## src/rtl/core/cws_pkg.sv

```systemverilog
// ---------------------------------------------------------------------------
// cws_pkg
// Shared types and character codes for the comment and whitespace skipper.
// ---------------------------------------------------------------------------
package cws_pkg;

    // character codes
    localparam logic [7:0] CHAR_NUL   = 8'h00;
    localparam logic [7:0] CHAR_TAB   = 8'h09;
    localparam logic [7:0] CHAR_LF    = 8'h0A;
    localparam logic [7:0] CHAR_FF    = 8'h0C;
    localparam logic [7:0] CHAR_CR    = 8'h0D;
    localparam logic [7:0] CHAR_SPACE = 8'h20;
    localparam logic [7:0] CHAR_STAR  = 8'h2A;
    localparam logic [7:0] CHAR_SLASH = 8'h2F;

    typedef enum logic [2:0] {
        MODE_IDLE       = 3'd0,
        MODE_PLAIN      = 3'd1,
        MODE_SLASH      = 3'd2,
        MODE_LINE       = 3'd3,
        MODE_BLOCK      = 3'd4,
        MODE_BLOCK_STAR = 3'd5
    } t_mode;

    typedef struct packed {
        logic [7:0]  text_byte;
        logic        run_start;
        logic [31:0] start_line;
        logic [15:0] start_column;
    } t_in_item;

    typedef struct packed {
        logic [15:0] skipped_bytes;
        logic [31:0] end_line;
        logic [15:0] end_column;
        logic        comment_unterminated;
    } t_out_item;

    // scanner status toward the handshake logic
    typedef struct packed {
        logic done;   // this byte ends the run
        logic idle;   // no run in progress
    } t_scan_status;

endpackage

```

## src/rtl/core/cws_scan.sv

```systemverilog
// ---------------------------------------------------------------------------
// cws_scan
// Per-byte scan state: mode, line, column and skip count. One byte per
// step; flags the byte that ends a run and forms the result.
// ---------------------------------------------------------------------------
module cws_scan #(
    parameter int COLUMN_BITS = 16,
    parameter int COUNT_BITS  = 16
) (
    input  logic                  i_clk,
    input  logic                  i_rst_n,
    input  logic                  i_step,
    input  cws_pkg::t_in_item     i_item,
    output cws_pkg::t_scan_status o_status,
    output cws_pkg::t_out_item    o_result
);

    typedef enum logic [1:0] {
        ACT_NONE    = 2'd0,
        ACT_PLAIN   = 2'd1,
        ACT_PLAIN2  = 2'd2,
        ACT_NEWLINE = 2'd3
    } t_act;

    localparam logic [COLUMN_BITS-1:0] COL_MAX  = '1;
    localparam logic [COUNT_BITS-1:0]  CNT_MAX  = '1;
    localparam logic [COLUMN_BITS-1:0] COL_ONE  = COLUMN_BITS'(1);

    cws_pkg::t_mode r_mode, n_mode, base_mode;
    logic [31:0]            r_line, n_line, base_line;
    logic [COLUMN_BITS-1:0] r_col, n_col, base_col, col_p1, col_p2;
    logic [COUNT_BITS-1:0]  r_cnt, n_cnt, base_cnt, cnt_p1, cnt_p2;
    logic [31:0]            start_col32;
    logic [31:0]            col32;
    logic [31:0]            cnt32;
    t_act                   act;
    logic                   done;
    logic                   open_comment;
    logic                   is_ws;
    logic [7:0]             c;

    assign c = i_item.text_byte;
    assign is_ws = (c == cws_pkg::CHAR_SPACE) || (c == cws_pkg::CHAR_TAB)
                || (c == cws_pkg::CHAR_FF) || (c == cws_pkg::CHAR_CR);

    // run start reloads position, clamping the column
    assign start_col32 = 32'(i_item.start_column);
    always_comb begin
        if (i_item.run_start) begin
            base_mode = cws_pkg::MODE_PLAIN;
            base_line = i_item.start_line;
            base_col  = (start_col32 > 32'(COL_MAX)) ? COL_MAX
                                                      : start_col32[COLUMN_BITS-1:0];
            base_cnt  = '0;
        end else begin
            base_mode = r_mode;
            base_line = r_line;
            base_col  = r_col;
            base_cnt  = r_cnt;
        end
    end

    // next mode and the counter action for this byte
    always_comb begin
        n_mode       = base_mode;
        act          = ACT_NONE;
        done         = 1'b0;
        open_comment = 1'b0;
        unique case (base_mode)
            cws_pkg::MODE_IDLE: begin
                n_mode = cws_pkg::MODE_IDLE;
            end
            cws_pkg::MODE_PLAIN: begin
                if (c == cws_pkg::CHAR_LF) begin
                    act = ACT_NEWLINE;
                end else if (is_ws) begin
                    act = ACT_PLAIN;
                end else if (c == cws_pkg::CHAR_SLASH) begin
                    n_mode = cws_pkg::MODE_SLASH;
                end else begin
                    done = 1'b1;   // NUL or significant byte
                end
            end
            cws_pkg::MODE_SLASH: begin
                if (c == cws_pkg::CHAR_SLASH) begin
                    act    = ACT_PLAIN2;
                    n_mode = cws_pkg::MODE_LINE;
                end else if (c == cws_pkg::CHAR_STAR) begin
                    act    = ACT_PLAIN2;
                    n_mode = cws_pkg::MODE_BLOCK;
                end else begin
                    done = 1'b1;   // the held slash is significant
                end
            end
            cws_pkg::MODE_LINE: begin
                if (c == cws_pkg::CHAR_NUL) begin
                    done         = 1'b1;
                    open_comment = 1'b1;
                end else if (c == cws_pkg::CHAR_LF) begin
                    act    = ACT_NEWLINE;
                    n_mode = cws_pkg::MODE_PLAIN;
                end else begin
                    act = ACT_PLAIN;
                end
            end
            cws_pkg::MODE_BLOCK, cws_pkg::MODE_BLOCK_STAR: begin
                if (c == cws_pkg::CHAR_NUL) begin
                    done         = 1'b1;
                    open_comment = 1'b1;
                end else if (c == cws_pkg::CHAR_LF) begin
                    act    = ACT_NEWLINE;
                    n_mode = cws_pkg::MODE_BLOCK;
                end else begin
                    act = ACT_PLAIN;
                    if (c == cws_pkg::CHAR_STAR) begin
                        n_mode = cws_pkg::MODE_BLOCK_STAR;
                    end else if (c == cws_pkg::CHAR_SLASH
                                 && base_mode == cws_pkg::MODE_BLOCK_STAR) begin
                        n_mode = cws_pkg::MODE_PLAIN;
                    end else begin
                        n_mode = cws_pkg::MODE_BLOCK;
                    end
                end
            end
            default: begin
                n_mode = cws_pkg::MODE_IDLE;
            end
        endcase
        if (done) begin
            n_mode = cws_pkg::MODE_IDLE;
        end
    end

    // saturating increments
    assign col_p1 = (base_col == COL_MAX) ? base_col : base_col + COL_ONE;
    assign col_p2 = (col_p1 == COL_MAX) ? col_p1 : col_p1 + COL_ONE;
    assign cnt_p1 = (base_cnt == CNT_MAX) ? base_cnt : base_cnt + COUNT_BITS'(1);
    assign cnt_p2 = (cnt_p1 == CNT_MAX) ? cnt_p1 : cnt_p1 + COUNT_BITS'(1);

    always_comb begin
        n_line = base_line;
        n_col  = base_col;
        n_cnt  = base_cnt;
        case (act)
            ACT_PLAIN: begin
                n_col = col_p1;
                n_cnt = cnt_p1;
            end
            ACT_PLAIN2: begin
                n_col = col_p2;
                n_cnt = cnt_p2;
            end
            ACT_NEWLINE: begin
                n_line = (base_line == 32'hFFFF_FFFF) ? base_line : base_line + 32'd1;
                n_col  = COL_ONE;
                n_cnt  = cnt_p1;
            end
            default: begin
            end
        endcase
    end

    always_ff @(posedge i_clk) begin
        if (!i_rst_n) begin
            r_mode <= cws_pkg::MODE_IDLE;
            r_line <= '0;
            r_col  <= '0;
            r_cnt  <= '0;
        end else if (i_step) begin
            r_mode <= n_mode;
            r_line <= n_line;
            r_col  <= n_col;
            r_cnt  <= n_cnt;
        end
    end

    // result is the position before this byte
    assign col32 = 32'(base_col);
    assign cnt32 = 32'(base_cnt);

    assign o_result.skipped_bytes        = cnt32[15:0];
    assign o_result.end_line             = base_line;
    assign o_result.end_column           = col32[15:0];
    assign o_result.comment_unterminated = open_comment;

    assign o_status.done = done;
    assign o_status.idle = (r_mode == cws_pkg::MODE_IDLE);

endmodule

```

## src/rtl/core/comment_whitespace_skipper_core.sv

```systemverilog
// ---------------------------------------------------------------------------
// comment_whitespace_skipper_core
// Skips white space and C-style comments in a byte stream and reports the
// skip count and the position of the first significant character or of the NUL.
// ---------------------------------------------------------------------------
// Takes one text byte per clock unless the input stalls. A byte is held in
// the input register while the scan state (mode, line, column, count)
// advances on it; when the scanner steps on a byte that ends a run, the
// run's result is loaded into the output register and o_out_valid rises.
// Throughput is one byte per clock while the input is not stalled. The input
// stalls only when a byte would end a run while the previous result is still
// held by a stalled output.
module comment_whitespace_skipper_core #(
    parameter int COLUMN_BITS = 16,
    parameter int COUNT_BITS  = 16
) (
    input  logic               i_clk,
    input  logic               i_rst_n,
    input  logic               i_in_valid,
    output logic               o_in_stall,
    input  cws_pkg::t_in_item  i_in_data,
    output logic               o_out_valid,
    input  logic               i_out_stall,
    output cws_pkg::t_out_item o_out_data
);

    logic                  r_in_valid;
    cws_pkg::t_in_item     r_in;
    logic                  r_out_valid;
    cws_pkg::t_out_item    r_out;
    cws_pkg::t_scan_status status;
    cws_pkg::t_out_item    result;
    logic                  out_blocked;
    logic                  step;
    logic                  in_xfer;

    cws_scan #(
        .COLUMN_BITS (COLUMN_BITS),
        .COUNT_BITS  (COUNT_BITS)
    ) u_scan (
        .i_clk    (i_clk),
        .i_rst_n  (i_rst_n),
        .i_step   (step),
        .i_item   (r_in),
        .o_status (status),
        .o_result (result)
    );

    assign out_blocked = r_out_valid && i_out_stall;
    assign step        = r_in_valid && !(status.done && out_blocked);
    assign o_in_stall  = r_in_valid && !step;
    assign in_xfer     = i_in_valid && !o_in_stall;

    always_ff @(posedge i_clk) begin
        if (!i_rst_n) begin
            r_in_valid <= 1'b0;
        end else if (in_xfer) begin
            r_in_valid <= 1'b1;
        end else if (step) begin
            r_in_valid <= 1'b0;
        end
    end

    always_ff @(posedge i_clk) begin
        if (in_xfer) begin
            r_in <= i_in_data;
        end
    end

    always_ff @(posedge i_clk) begin
        if (!i_rst_n) begin
            r_out_valid <= 1'b0;
        end else if (step && status.done) begin
            r_out_valid <= 1'b1;
        end else if (!i_out_stall) begin
            r_out_valid <= 1'b0;
        end
    end

    always_ff @(posedge i_clk) begin
        if (step && status.done) begin
            r_out <= result;
        end
    end

    assign o_out_valid = r_out_valid;
    assign o_out_data  = r_out;

    // a finished run always lands in the output register
    a_done_to_out: assert property (@(posedge i_clk) disable iff (!i_rst_n)
        step && status.done |=> o_out_valid)
        else $error("finished run did not reach output");

    // scanner returns to idle after a run ends
    a_done_idle: assert property (@(posedge i_clk) disable iff (!i_rst_n)
        step && status.done |=> status.idle)
        else $error("scanner not idle after run end");

    // input stalls only behind a held byte that cannot move
    a_stall_cause: assert property (@(posedge i_clk) disable iff (!i_rst_n)
        o_in_stall |-> r_in_valid && status.done && out_blocked)
        else $error("input stalled without cause");

endmodule

```

## config.mk

```make
export PLATFORM = sky130hd
export DESIGN_NAME = comment_whitespace_skipper_core
export DESIGN_NICKNAME = d
export VERILOG_FILES = /design/src/rtl/core/cws_pkg.sv /design/src/rtl/core/cws_scan.sv /design/src/rtl/core/comment_whitespace_skipper_core.sv
export SDC_FILE = /design/constraint.sdc
export NUM_CORES = 1
export LEC_CHECK = 0
export BUFFER_PORTS_ARGS = -buffer_cell sky130_fd_sc_hd__buf_2
export CAP_MARGIN = 30
export CORE_MARGIN = 1
export CORE_UTILIZATION = 55
export CTS_CLUSTER_SIZE = 16
export DETAILED_ROUTE_END_ITERATION = 6
export PLACE_DENSITY = 0.76
export RECOVER_POWER = 100
export SYNTH_ARGS = -nofsm -noshare
export SYNTH_HDL_FRONTEND = slang
export SYNTH_HIERARCHICAL = 1
export SYNTH_SLANG_ARGS = --single-unit
```

## constraint.sdc

```tcl
create_clock -name i_clk -period 12.8 [get_ports i_clk]
set_input_delay 0 -clock i_clk [delete_from_list [all_inputs] [get_ports i_clk]]
set_output_delay 0 -clock i_clk [all_outputs]
set_load 0.05 [all_outputs]
```

---- Yosys cells after proc, flatten, opt, wreduce, memory -nomap -nowiden ----
Cells that the tools add are included.
word-level totals
  input port bits ......................... 61
  flip-flop bits (word level) ............. 191
  output and inout bits ................... 67
cells by class
  add/subtract/negate cells ............... 5
  $lt $le $gt $ge ......................... 1
  muxes and demuxes ....................... 44
  eq/ne operators ......................... 21
  reductions and logical operators ........ 18
operators by type and width
  kind                     number
  $mux W16                 7
  $mux W32                 3
  $add A16 B1 Y16 const B  4
  $eq A16 B16 Y1 const B   4
  $pmux W16 S3             1
  $mux W3                  13
  $add A32 B1 Y32 const B  1
  $eq A32 B32 Y1 const B   1
  $eq A8 B4 Y1 const B     4
  $pmux W16 S2             1
  $eq A8 B6 Y1 const B     3
  $gt A16 B16 Y1 const B   1
  $pmux W3 S4              1
  $mux W1                  11
  $mux W2                  5
  $logic_not A8 Y1         1
  $logic_and A1 B1 Y1      7
  $eq A3 B2 Y1 const B     2
  $eq A3 B3 Y1 const B     2
  $pmux W2 S3              1
  $eq A2 B2 Y1 const B     2
  $reduce_or A2 Y1         2
  $eq A3 B1 Y1 const B     1
  $logic_not A1 Y1         3
  other kinds (6)          8

---- Logic depth before layout (Yosys ltp) ----
  depth in word-level cells ............... 15
  gate-level depth with buffers ........... 23

---- Modules after synthesis ----
Netlist, hierarchy kept.
by module, submodules not included
  module                           cells an instance  area each (um^2)  seq. area each (um^2)  times used
  cws_scan                         906                6717.7            1341.3                 1
  comment_whitespace_skipper_core  133                3758.6            3703.6                 1

---- Worst setup path before layout ----
OpenSTA, ideal clock, no wires.
  path type ............................... flip-flop to flip-flop
  from .................................... register r_in[48] (netlist bit)
  to ...................................... register r_out, in the netlist o_out_data[0] (enable)
  required time ........................... 12291 ps
  path buffers ............................ 9
  arrival time ............................ 5625 ps
  setup time .............................. 509 ps
  cell stages (with the launch flop) ...... 15
  slack ................................... 6665 ps
  clock period less this slack ............ 6135 ps
  cell sequence ........................... edfxtp_1 buf_4 buf_6 buf_6 buf_4 buf_2 buf_2 buf_1 clkbuf_1 nand2_1 o21ai_0 a21o_1 buf_4 nand2_1 a21oi_1
between the ends
  cells in the longest elaborated chain, start to end .. 8
  elaborated cells between the ends (all ways) .. 12
  classes of those cells .................. eq/ne (5); mux (2); reduce/logical (5)
ends and longest elaborated chain
  what                                                 RTL line                               RTL
  start: declaration                                   comment_whitespace_skipper_core.sv:28  cws_pkg::t_in_item r_in;
  start signal: assignment                             comment_whitespace_skipper_core.sv:66  r_in <= i_in_data;
  $mux W3 (*)                                          cws_scan.sv:49                         if (i_item.run_start) begin
  $eq A3 B2 Y1 / $eq A3 B3 Y1 (equally long branches)  cws_scan.sv:69                         unique case (base_mode)
  $reduce_or A3 Y1 (no source line)                    --
  $pmux W1 S3 (*)                                      cws_scan.sv:69
  via u_scan.done                                      cws_scan.sv:37                         logic done;
  $logic_and A1 B1 Y1                                  comment_whitespace_skipper_core.sv:50  assign step = r_in_valid && !(status.done && out_blocked);
  $logic_not A1 Y1                                     comment_whitespace_skipper_core.sv:50
  $logic_and A1 B1 Y1                                  comment_whitespace_skipper_core.sv:50
  $logic_and A1 B1 Y1 (*)                              comment_whitespace_skipper_core.sv:81  if (step && status.done) begin
  end signal: assignment                               comment_whitespace_skipper_core.sv:82  r_out <= result;
  end: declaration                                     comment_whitespace_skipper_core.sv:30  cws_pkg::t_out_item r_out;
Mark *: on every way through the listed nets, which the timed path passes. The rest lies on a longest branch.
A chain may end at the register's enable or synchronous reset.

==> PnR_summary.wiki <==
{| class="wikitable"
! Metric !! Value
|-
| Outcome || finished with violations
|-
| Violations in the final reports || capacitance limit, slew limit
|-
| Number of antenna violations at the first check in global routing || 0
|-
| TritonCTS sink count || 191
|-
| Most frequent cells in the layout || sky130_fd_sc_hd__edfxtp_1, sky130_fd_sc_hd__nand2_1, sky130_fd_sc_hd__nor2_1
|-
| Number of max-cap violations || 5
|-
| Transition time at the pin with the least slew margin || 3.69 ns
|-
| Most frequent standard cell in the layout excluding fill and tap cells || sky130_fd_sc_hd__edfxtp_1
|-
| Die height || 140 µm
|-
| Clock Tree Buf Depth || 2
|-
| Rows || 50
|-
| Classification of the worst-slack hold path || in2reg
|-
| Final hold violations || 0
|-
| Setup TNS || 0 ns
|-
| Kind of end point of the critical path || flip-flop
|-
| Worst vdd ir || 0.000118 V
|-
| Post-synth top flop || sky130_fd_sc_hd__edfxtp_1
|-
| DRT iter0 DRCs || 939
|-
| Mean Syn Cell Area || 10.1 µm²
|-
| Setup Crit Path Kind || reg2reg
|-
| Total wire length after detailed routing || 27200 µm
|-
| P_leak || 0.00449 µW
|-
| Insertion delay to the later sink of the worst-skew pair || 0.44 ns
|-
| Number of buffers created by CTS || 17
|-
| Final slew viol count || 261
|-
| Top fanout value on the critical path || 83
|-
| Main combinational cell family by area after synthesis || simple AND/OR/NAND/NOR gates
|-
| Setup-failing EPs final || 0
|-
| Hold path depth || 3
|-
| Critical Path RT || 13.12 ns
|-
| Timing startpoint of the critical path || r_in[48]
|-
| Global-route congestion overflow total || 0
|-
| Area of the core region || 0.0187 mm²
|-
| Power per cell area || 115 mW/mm²
|-
| Count of nets after finishing || 1264
|-
| Setup repair after global routing missed its margin || no
|-
| Post-route clock period utilization || 0.657
|-
| Gate Count Post-Synth || 1039
|-
| Post CTS Setup Buffer Count || 0
|-
| Post-synthesis cell area || 0.0105 mm²
|-
| Vias in the first global route || 8271
|-
| Achievable Freq || 0.119 GHz
|-
| Startpoint Class || flip-flop
|-
| Die area || 0.0196 mm²
|-
| Overall global routing resource usage || 0.280
|-
| Via Count || 8913
|-
| Router iterations before antenna repair || 5
|-
| Post-synthesis sequential element count || 191
|-
| Syn nets || 1105
|-
| Synthesized-area fraction occupied by xor and xnor cells || 0.0451
|-
| CTS tree || built
|-
| Critical register-to-register path startpoint || r_in[48]
|-
| Largest net degree at the start of global routing || 84
|-
| Simple-Gate Fraction of Synth Area || 0.205
|-
| Post-CTS Resized || 0
|-
| First-pass GRT wire length || 43100 µm
|-
| HPWL after detailed placement || 17700 µm
|-
| Arrival time reported for the critical path endpoint || 8.73 ns
|-
| Proportion of synthesized flip-flops having asynchronous set or reset || 0
|-
| Number of warnings issued by yosys || 6
|-
| Post-synthesis mux area share || 0.0768
|-
| Leading post-synthesis cells by cell area || sky130_fd_sc_hd__edfxtp_1, sky130_fd_sc_hd__dfxtp_1, sky130_fd_sc_hd__mux2i_1
|-
| Seq/Total Area, Yosys || 0.482
|-
| Total chip power || 1420 µW
|-
| Via/cell ratio || 6.17
|-
| Routability congestion estimate || 0.961
|-
| Relative slew margins || -1.46
|-
| Share of cells above drive strength 1 || 0.101
|-
| Wire per inst || 18.8 µm
|-
| Count of pins on the block boundary || 128
|-
| Library cell occupying the most area in the post-synthesis netlist || sky130_fd_sc_hd__edfxtp_1
|-
| Period minus WS final || 8.41 ns
|-
| Maximum level of the CTS H-tree || 4
|-
| Yosys cell types || 84
|-
| Number of DRC violations after detailed routing || 0
|-
| Layout area overhead || 17.4%
|-
| Initial Util || 0.560
|-
| Min-Delay Startpoint || i_rst_n
|-
| Root Driver || sky130_fd_sc_hd__clkbuf_16
|-
| Filler Cells Inserted || 1482
|-
| Number of enable flip-flop cells after synthesis || 122
|-
| Area share of the largest cell type after synthesis || 0.350
|-
| # diodes || 0
|-
| DIE WIDTH || 140 µm
|-
| Fraction of the mapped netlist area in compound gates || 0.146
|-
| Antenna-violating nets left || 0
|-
| Clock Skews || 0.0174 ns
|-
| Synth Area in Adders || 0.00597
|-
| Count of input and output buffers || 127
|-
| CTS clk-pin slew, worst paths || 0.07 ns
|-
| Worst-case reg-to-reg path depth || 10
|}
-- report_power, final --
part	leakage, µW	internal [µW]	total, µW	switching (µW)
Combinational	0.00246	59.8	165	105
Sequential	0.00173	686	703	17.0
Clock	0.000301	283	551	267
Total	0.00449	1030	1420	389
-- final timing paths --
kind,to,slack [ns]
worst max-delay path,u_scan/r_cnt[7],4.39
worst min register to register,u_scan/r_line[13],0.49
worst max register to register,u_scan/r_cnt[7],4.39
worst min-delay path,r_in_valid,0.16
-- state kept, by name, summed over array words and instances, names as in the netlist --
signal         count
o_out_data        65
o_out_valid        1
r_in              57
r_in_valid         1
u_scan/r_cnt      16
u_scan/r_col      16
u_scan/r_line     32
u_scan/r_mode      3
-- logic make-up after synthesis --
family	count (synthesis)
xor+xnor	54
mux	76
buf+inv	92
compound gates	231
flops	191
fa+ha+maj	5
simple gates	390
-- critical path: stages, from the launching register on --
cell and delay (ns):
sky130_fd_sc_hd__edfxtp_1 0.32, sky130_fd_sc_hd__clkbuf_1 1.91, sky130_fd_sc_hd__buf_4 0.94, sky130_fd_sc_hd__a211oi_1 0.17, sky130_fd_sc_hd__a21o_1 0.27, sky130_fd_sc_hd__a31oi_1 0.83
sky130_fd_sc_hd__clkbuf_1 2.65, sky130_fd_sc_hd__o21ai_0 0.46, sky130_fd_sc_hd__and2_0 0.47, sky130_fd_sc_hd__nand2_1 0.11, sky130_fd_sc_hd__nand3_1 0.08
-- repair_timing --
action / 4_1_cts / 5_1_grt
endpoints found under the setup margin: 0 / 0
hold buffers: 59 / 0
endpoints found under the hold margin: 59 / 0
-- cell type report --
type	instances	area, µm²	share of cell area
Clock inverter	15	196	0.0160
Clock buffer	17	425	0.0346
Multi-Input combinational cell	756	5010	0.407
Sequential cell	191	5040	0.410
Inverter	37	139	0.0113
Tap cell	234	293	0.0238
Timing Repair Buffer	195	1190	0.0969
-- layer usage --
metal	share of wire	GRT usage	vias to the layer above	routed length, µm
met2	0.47	0.459	426	12800
met5	0	0	-	0
li1	-	-	4212	-
met3	0.064	0.0455	57	1730
met4	0.022	0.104	0	604
met1	0.44	0.374	4218	12000
-- synth_stat cells (all sizes together), types with 8 or more instances --
cell type / number
a21oi: 42
a22oi: 8
a31oi: 23
and2: 10
and3: 14
and4: 11
buf: 22
clkbuf: 33
dfxtp: 69
edfxtp: 122
inv: 37
mux2: 32
mux2i: 44
nand2: 86
nand2b: 11
nand3: 51
nand3b: 33
nand4: 18
nand4b: 10
nor2: 78
nor2b: 16
nor3: 14
o211ai: 10
o21ai: 67
xnor2: 44
xor2: 10
-- per-stage QoR --
step | cell area (µm²) | hold slack [ns] | utilization | setup slack (ns) | cells
final | 12300 | 0.162 | 0.658 | 4.39 | 1445
after CTS | 12400 | 0.156 | 0.666 | 7.29 | 1445
after global routing | 12300 | 0.187 | 0.658 | 3.69 | 1445
after detailed placement | 11200 | 0.178 | 0.601 | 7.28 | 1354
after global placement | 11200 | 0.177 | 0.601 | 7.53 | 1354
after floorplan | 10500 | 0.0989 | - | 6.67 | 1039
Note: power is estimated with default switching activity, not from simulation.
